File: config.mk
export PLATFORM = sky130hd
export DESIGN_NAME = perfect_number_test_top
export DESIGN_NICKNAME = d
export VERILOG_FILES = /design/src/rtl/pnt_pkg.sv /design/src/rtl/pnt_divider.sv /design/src/rtl/perfect_number_test_top.sv
export SDC_FILE = /design/constraint.sdc
export NUM_CORES = 1
export LEC_CHECK = 0
export BUFFER_PORTS_ARGS = -buffer_cell sky130_fd_sc_hd__buf_4
export CORE_MARGIN = 5
export CORE_UTILIZATION = 42
export CTS_BUF_LIST = sky130_fd_sc_hd__clkbuf_8 sky130_fd_sc_hd__clkbuf_16
export DETAILED_ROUTE_END_ITERATION = 12
export GPL_ROUTABILITY_DRIVEN = 1
export GPL_TIMING_DRIVEN = 0
export SLEW_MARGIN = 40
export SYNTH_ARGS = -nofsm -noshare
export SYNTH_HDL_FRONTEND = slang
export SYNTH_HIERARCHICAL = 1
export SYNTH_SLANG_ARGS = --single-unit
File: constraint.sdc
create_clock -name i_clk -period 5 [get_ports i_clk]
set_input_delay 0 -clock i_clk [delete_from_list [all_inputs] [get_ports i_clk]]
set_output_delay 0 -clock i_clk [all_outputs]
set_load 0.01 [all_outputs]
File: src/rtl/pnt_pkg.sv
// Package for the perfect number test: widths and the divider result type.
// Used by pnt_divider and perfect_number_test_top; depends on nothing.
package pnt_pkg;

    // Examined candidate width, sign bit included
    localparam int NUM_BITS = 32;
    // Magnitude bits of a non-negative candidate
    localparam int W = NUM_BITS - 1;
    // Trial divisor width: d never exceeds floor(sqrt(n)) + 1
    localparam int DW = (W + 1) / 2 + 1;
    // Divisor sum width: the sum stays below three times the candidate
    localparam int TW = W + 2;
    // Divider step counter width
    localparam int CW = $clog2(W);

    // Divider status and result handed to the sequencer
    typedef struct packed {
        logic         busy;
        logic         done;
        logic [W-1:0] quo;
        logic [W-1:0] rem;
    } t_div_res;

endpackage

File: src/rtl/pnt_divider.sv
// Bit-serial restoring divider: one quotient bit per cycle, W restoring steps per division.
// Depends on pnt_pkg for widths and the result struct.
module pnt_divider
    import pnt_pkg::*;
(
    input  logic         i_clk,
    input  logic         i_rst_n,
    input  logic         i_start,
    input  logic [W-1:0] i_dividend,
    input  logic [W-1:0] i_divisor,
    output t_div_res     o_res
);

    logic          r_busy;
    logic          r_done;
    logic [CW-1:0] r_cnt;
    logic [W-1:0]  r_rem;
    logic [W-1:0]  r_quo;
    logic [W-1:0]  r_div;

    logic [W:0]    w_trial;
    logic [W:0]    w_diff;
    logic          w_fit;

    // Shift the next dividend bit into the partial remainder and try a subtract
    assign w_trial = {r_rem, r_quo[W-1]};
    assign w_diff  = w_trial - {1'b0, r_div};
    assign w_fit   = (w_trial >= {1'b0, r_div});

    // Control: busy flag, step counter, done pulse
    always_ff @(posedge i_clk) begin
        if (!i_rst_n) begin
            r_busy <= 1'b0;
            r_done <= 1'b0;
            r_cnt  <= '0;
        end else begin
            r_done <= 1'b0;
            if (i_start) begin
                r_busy <= 1'b1;
                r_cnt  <= CW'(W - 1);
            end else if (r_busy) begin
                if (r_cnt == '0) begin
                    r_busy <= 1'b0;
                    r_done <= 1'b1;
                end else begin
                    r_cnt <= r_cnt - 1'b1;
                end
            end
        end
    end

    // Datapath: load operands, then one restoring step per cycle
    always_ff @(posedge i_clk) begin
        if (i_start) begin
            r_rem <= '0;
            r_quo <= i_dividend;
            r_div <= i_divisor;
        end else if (r_busy) begin
            r_rem <= w_fit ? w_diff[W-1:0] : w_trial[W-1:0];
            r_quo <= {r_quo[W-2:0], w_fit};
        end
    end

    assign o_res.busy = r_busy;
    assign o_res.done = r_done;
    assign o_res.quo  = r_quo;
    assign o_res.rem  = r_rem;

`ifndef NO_ASSERTIONS
    // A new division never starts on top of a running one
    a_no_restart: assert property (@(posedge i_clk) disable iff (!i_rst_n)
        i_start |-> !r_busy)
        else $error("divider restarted while busy");

    // Done pulses in the cycle after the last step
    a_done_after_busy: assert property (@(posedge i_clk) disable iff (!i_rst_n)
        (r_busy && r_cnt == '0 && !i_start) |=> (r_done && !r_busy))
        else $error("divider done pulse missing");
`endif

endmodule

File: src/rtl/perfect_number_test_top.sv
// Each trial divisor d = 2, 3, ... costs one division in the divider (W restoring steps); when d
// divides n the sequencer also passes through S_ADD_D, S_ADD_Q and S_CHK. Zero, one or a
// negative value goes straight to S_DONE. One item at a time: the next input is taken only
// after the result is registered, and S_DONE holds while the output register is full.
// Reset (synchronous, active low) returns the sequencer to idle and empties the output.
//
// Top level of the perfect number test: sequencer, divisor sum and stream ports.
// Depends on pnt_pkg and pnt_divider.
module perfect_number_test_top
    import pnt_pkg::*;
(
    input  logic        i_clk,
    input  logic        i_rst_n,
    input  logic        i_s_tvalid,
    output logic        o_s_tready,
    input  logic [31:0] i_s_tdata,   // [31:0] candidate
    output logic        o_m_tvalid,
    input  logic        i_m_tready,
    output logic [7:0]  o_m_tdata    // [0] is_perfect, [7:1] zero
);

    typedef enum logic [2:0] {
        S_IDLE,
        S_DIV,
        S_ADD_D,
        S_ADD_Q,
        S_CHK,
        S_DONE
    } t_state;

    t_state        r_state, n_state;
    logic [W-1:0]  r_n, n_n;
    logic [DW-1:0] r_d, n_d;
    logic [W-1:0]  r_q, n_q;
    logic [TW-1:0] r_total, n_total;
    logic          r_res, n_res;
    logic          r_out_valid, n_out_valid;
    logic          r_out_data, n_out_data;

    logic          w_start;
    logic          w_sign;
    logic [W-1:0]  w_mag;
    logic [W-1:0]  w_d_ext;
    t_div_res      w_div;

    assign w_sign  = i_s_tdata[NUM_BITS-1];
    assign w_mag   = i_s_tdata[W-1:0];
    assign w_d_ext = {{(W-DW){1'b0}}, n_d};

    pnt_divider u_div (
        .i_clk      (i_clk),
        .i_rst_n    (i_rst_n),
        .i_start    (w_start),
        .i_dividend (n_n),
        .i_divisor  (w_d_ext),
        .o_res      (w_div)
    );

    // Next-state logic of the divisor search
    always_comb begin
        n_state     = r_state;
        n_n         = r_n;
        n_d         = r_d;
        n_q         = r_q;
        n_total     = r_total;
        n_res       = r_res;
        n_out_valid = r_out_valid;
        n_out_data  = r_out_data;
        w_start     = 1'b0;

        // Drop the result once it is transferred
        if (r_out_valid && i_m_tready) begin
            n_out_valid = 1'b0;
        end

        unique case (r_state)
            S_IDLE: begin
                if (i_s_tvalid) begin
                    n_n = w_mag;
                    if (w_sign || w_mag < W'(2)) begin
                        n_res   = 1'b0;
                        n_state = S_DONE;
                    end else begin
                        n_total = TW'(1);
                        n_d     = DW'(2);
                        w_start = 1'b1;
                        n_state = S_DIV;
                    end
                end
            end
            S_DIV: begin
                if (w_div.done) begin
                    n_q = w_div.quo;
                    // Quotient below divisor: d*d > n, search is over
                    if (w_div.quo < {{(W-DW){1'b0}}, r_d}) begin
                        n_res   = (r_total == {2'b00, r_n});
                        n_state = S_DONE;
                    end else if (w_div.rem == '0) begin
                        n_state = S_ADD_D;
                    end else begin
                        n_d     = r_d + 1'b1;
                        w_start = 1'b1;
                    end
                end
            end
            S_ADD_D: begin
                n_total = r_total + {{(TW-DW){1'b0}}, r_d};
                n_state = S_ADD_Q;
            end
            S_ADD_Q: begin
                // Add the paired divisor unless it is the same one
                if (r_q != {{(W-DW){1'b0}}, r_d}) begin
                    n_total = r_total + {2'b00, r_q};
                end
                n_state = S_CHK;
            end
            S_CHK: begin
                if (r_total > {2'b00, r_n}) begin
                    n_res   = 1'b0;
                    n_state = S_DONE;
                end else begin
                    n_d     = r_d + 1'b1;
                    w_start = 1'b1;
                    n_state = S_DIV;
                end
            end
            S_DONE: begin
                // Hold until the output register is free
                if (!r_out_valid || i_m_tready) begin
                    n_out_valid = 1'b1;
                    n_out_data  = r_res;
                    n_state     = S_IDLE;
                end
            end
            default: begin
                n_state = S_IDLE;
            end
        endcase
    end

    // State and registered outputs
    always_ff @(posedge i_clk) begin
        if (!i_rst_n) begin
            r_state     <= S_IDLE;
            r_out_valid <= 1'b0;
        end else begin
            r_state     <= n_state;
            r_out_valid <= n_out_valid;
        end
        r_n        <= n_n;
        r_d        <= n_d;
        r_q        <= n_q;
        r_total    <= n_total;
        r_res      <= n_res;
        r_out_data <= n_out_data;
    end

    assign o_s_tready = (r_state == S_IDLE);
    assign o_m_tvalid = r_out_valid;
    assign o_m_tdata  = {7'b0, r_out_data};

`ifndef NO_ASSERTIONS
    // Divider results arrive only while the sequencer waits for them
    a_done_in_div: assert property (@(posedge i_clk) disable iff (!i_rst_n)
        w_div.done |-> (r_state == S_DIV))
        else $error("divider result outside the divide state");

    // A divisor is summed only while it is within the square-root bound
    a_add_in_bound: assert property (@(posedge i_clk) disable iff (!i_rst_n)
        (r_state == S_ADD_D) |-> (r_q >= {{(W-DW){1'b0}}, r_d}))
        else $error("divisor summed beyond the bound");

    // The divider runs whenever the sequencer waits in the divide state
    a_div_active: assert property (@(posedge i_clk) disable iff (!i_rst_n)
        (r_state == S_DIV) |-> (w_div.busy || w_div.done))
        else $error("sequencer waiting on an idle divider");
`endif

endmodule
Word-level counts from Yosys, hierarchy flattened
Index checks and enable logic that the tools add are counted.

operators by class
  add/subtract/negate cells = 5
  multiply operators = 0
  divide/modulo/power cells = 0
  order comparisons = 4
  equality and inequality tests = 17
  shifts and indexed selects = 0
  multiplexer cells = 47
  bitwise logic cells = 3
  reductions and logical operators = 19

operators with widths
  operator               number
  $mux 31                5
  $mux 17                6
  $mux 33                3
  $pmux 33 s3            1
  $pmux 17 s3            1
  $add 33x17->33         1
  $add 33x31->33         1
  $eq 33x31->1           1
  $gt 33x31->1           1
  $ge 32x17->1           1
  $logic_not 31->1       1
  $lt 31x17->1           1
  $lt 31x2->1 const B    1
  $ne 31x17->1           1
  $sub 31x17->31         1
  $mux 3                 7
  $mux 1                 18
  $pmux 3 s6             1
  $add 17x1->17 const B  1
  $mux 5                 3
  $ne 2x2->1 const B     6
  $reduce_and 2->1       4
  $reduce_and 4->1       2
  $eq 3x2->1 const B     2
  other kinds (17)       25

word-level totals
  register bits = 204
  bits in latches = 0
  bits in writable memories = 0
  memory bits (read-only) = 0
  input port bits = 36
  output and inout port bits = 10
  memories kept = 0

Depth between registers and ports, before layout
  depth after elaboration = 7
  depth in mapped cells = 17
  depth with buffers taken out = 16

By module
The synthesis kept the hierarchy.

by module, submodules not included
  module                   instances  cells an instance  area each (um^2)  sequential area each (um^2)
  perfect_number_test_top  1          810                7727.4            3022.9
  pnt_divider              1          600                5955.7            2622.5

Least setup slack after synthesis
Ideal clock, no wire load.

  path type = register to register
  from = reg r_state[1]
  to = reg r_total[32], data pin
  arrival = 3.775 ns
  data required time = 4.820 ns
  slack = 1.044 ns
  cell stages (with the launch flop) = 17
  path buffers = 2
  period minus slack after synthesis = 3.956 ns
  cells stage by stage = dfxtp_1 -> nor2b_1 -> clkbuf_1 -> nand2_1 -> clkbuf_1 -> mux2_2 -> ha_1 -> a21o_1 -> a21o_1 -> o21ai_2 -> o21ai_2 -> a21o_1 -> a2111o_1 -> a21oi_2 -> a21oi_2 -> mux2_1 -> o311ai_1

on the way
  word-level cells in the longest chain between the ends = 2

RTL lines
  what                                           line                            RTL
  start: declaration                             perfect_number_test_top.sv:31   t_state r_state, n_state;
  start signal: assignment                       perfect_number_test_top.sv:147  r_state <= n_state;
  $eq 3x2->1 or $logic_not 3->1 (tied branches)  perfect_number_test_top.sv:76   unique case (r_state)
  $pmux 33 s3 *                                  perfect_number_test_top.sv:76
  end signal: assignment                         perfect_number_test_top.sv:153  r_total <= n_total;
  end: declaration                               perfect_number_test_top.sv:35   logic [TW-1:0] r_total, n_total;

Mark *: on every way between the ends. The rest lies on a longest branch, timed or not.
A chain may end at the register's enable or synchronous reset.

Worst setup path in the final report
  from = reg r_state[1]
  to = reg r_total[31], data pin

The elaborated chain is that of the path after synthesis.

==> summary.txt <==
Critical path
  – Worst setup path class: flop to flop
  – Critical-path maximum fanout: 10
  – Element type at the critical path start: flop
  – WP data arrival: approximately 5 ns
  – Worst endpoint required time: 5.40 ns
  – Critical Path Sink Type: flop

Cells and area
  – Nets@finish: 1686
  – Filler cell count in the final layout: between 3000 and 4000
  – Core Util, Final: approximately half
  – Area of the multi-input gates: around 0.0073 mm^2
  – Register area: between 0.005 and 0.006 mm^2
  – # diodes: 0
  – Most frequent cells in the layout: edfxtp_1 (128), ha_1 (111), inv_1 (104), nor2_1 (101), dfxtp_1 (90)
  – Finished Layout Cells: 2000
  – Commonest non-fill, non-tap cell in the layout: edfxtp_1
  – Layout Area Growth over Synthesis: 16.27%
  – Share of layout cells above drive strength 1: 13.93%

Flow run
  – Maxcap violations: 0

Synthesis
  – Synthesis Warnings: 6
  – Avg Inst Size Synth: ~9.7 um^2
  – Mapped Area: ~0.014 mm^2
  – Post-synthesis instance total: roughly 1400

Clock network
  – CTS tree: yes
  – Root Driver: clkbuf_16
  – Clock Path Buffers: 3
  – Setup Buffers After CTS: 0
  – Clock Latency Late Sink: 0.54 ns
  – # clock sinks: 218
  – Clock slew at reported path FFs: 0.06 ns
  – CTS Buf Count: 27
  – Htree depth: 1

Detailed routing
  – Final WL: around 35 mm
  – Final antenna-violating net count: 0
  – Avg WL per Cell: about 17 um
  – Drt pass-1 iters: 5
  – 1st-iter DRT viols: 636
  – DRC Markers: 0
  – Via Count: between 10000 and 15000
  – Vias/cell: around 5.4

Die
  – Ports: 46
  – Die Y: approximately 190 um
  – Starting Density: about 42%
  – Die ar.: around 0.036 mm^2
  – Chip Width: ~190 um
  – Core area: roughly 0.032 mm^2
  – Row Count: 66

Global route
  – Total GRT Usage: a little under a fifth
  – Initial antenna violation count: 0
  – Number of global-route vias before repair: about 11000
  – First-pass GRT wire length: 55.23 mm
  – Largest net degree at the start of global routing: 42
  – Total congestion overflow: 0

Timing
  – RSZ-0062 raised after global routing: true
  – Final Hold Vio Count: 0
  – Final Max Slew Viols: 0
  – Min Tclk post-route: 4.670 ns
  – Final Cycle Share: just over 90%
  – Peak Freq: around 210 MHz
  – Slew headroom: between 40% and 50%
  – Pin slew with the least headroom to its limit: roughly 0.78 ns
  – Final setup violation count: 0
  – Final Skew: between 0.02 and 0.025 ns

Run status
  – Status: completed

Pwr
  – P_leak: 0.006736 uW
  – Worst vdd ir: ~0.31 mV
  – Power Density: a little over 600 mW/mm^2

Hold path
  – Worst min-delay path class: primary input to flop

Place
  – Port Buf Inserts: 38
  – RePlAce Congestion: about 0.85
  – HPWL Detailed: around 27 mm
  – # placed instances: approximately 1900
[worst max-delay path: stages, from the launching register on]
cell	delay, ns
dfxtp_1	0.37
nor2b_1	0.15
clkbuf_2	0.22
nand2_1	0.37
clkbuf_1	0.50
mux2_2	0.45
ha_1	0.37
and3_1	0.22
and3_1	0.21
nand4_1	0.17
nor3_2	0.25
nor3_2	0.09
o31ai_2	0.32
and3_1	0.27
a21oi_1	0.10
or4_1	0.40
nand2_1	0.08
[power breakdown]
part	leakage [uW]	switching, uW	total (uW)	internal [uW]
registers	0.00195	408	3100	2700
clock network	0.000466	785	1990	1210
logic	0.00432	2760	4650	1890
[flip-flops by register name (all words and copies together) (netlist names)]
signal	cells
r_res	1
r_n	31
r_q	31
r_out_data	1
o_m_tvalid	1
u_div/r_quo	31
r_state	3
u_div/r_cnt	5
r_d	17
u_div/r_rem	31
u_div/r_div	31
u_div/r_busy	1
r_total	33
u_div/r_done	1
[worst paths after layout]
check | cells past startpoint | from | slack [ns] | endpoint
worst max-delay path | 16 | r_state[1] | 0.33 | r_total[31]
worst min-delay path | 4 | i_s_tdata[2] | 0.26 | r_n[2]
worst max register to register | 16 | r_state[1] | 0.33 | r_total[31]
worst min register to register | 0 | r_res | 0.45 | r_out_data
[stage by stage]
| step | area, um^2 | power, uW | setup TNS, ns | hold WS [ns] | setup WS, ns |
|---|---|---|---|---|---|
| finish | 15900 | 9742 | 0 | 0.2626 | 0.3300 |
| global route | 15900 | 10450 | -0.04772 | 0.2819 | -0.04772 |
| CTS | 15900 | 9774 | 0 | 0.2401 | 0.07340 |
| detailed placement | 14640 | 7708 | 0 | 0.2574 | 0.1112 |
| global placement | 14590 | 7617 | -38.92 | 0.2548 | -0.8870 |
| floorplan | 13750 | 6475 | 0 | 0.1175 | 1.044 |
[per-layer routing]
layer	vias up	GRT usage (%)	wire length (um)
li1	5417	-	-
met1	5057	25.64	16330
met2	245	31.64	16070
met3	68	2.124	1384
met4	0	5.525	1144
met5	-	0	0
[area by class of cell]
cell class	count	share of cell area, %
inverters	101	2.384
clock inverters	22	1.385
clock buffers	28	4.336
well taps	442	3.478
flip-flops and latches	218	35.51
repair buffers	79	4.249
plain buffers	71	2.463
multi-input cells	1039	46.20
[what timing repair did]
action                                  4_1_cts  5_1_grt
gates resized for setup                       0        4
hold buffers                                 35        0
endpoints found under the hold margin        71        0
endpoints found under the setup margin        0       16
(Power assumes the default switching activity.)
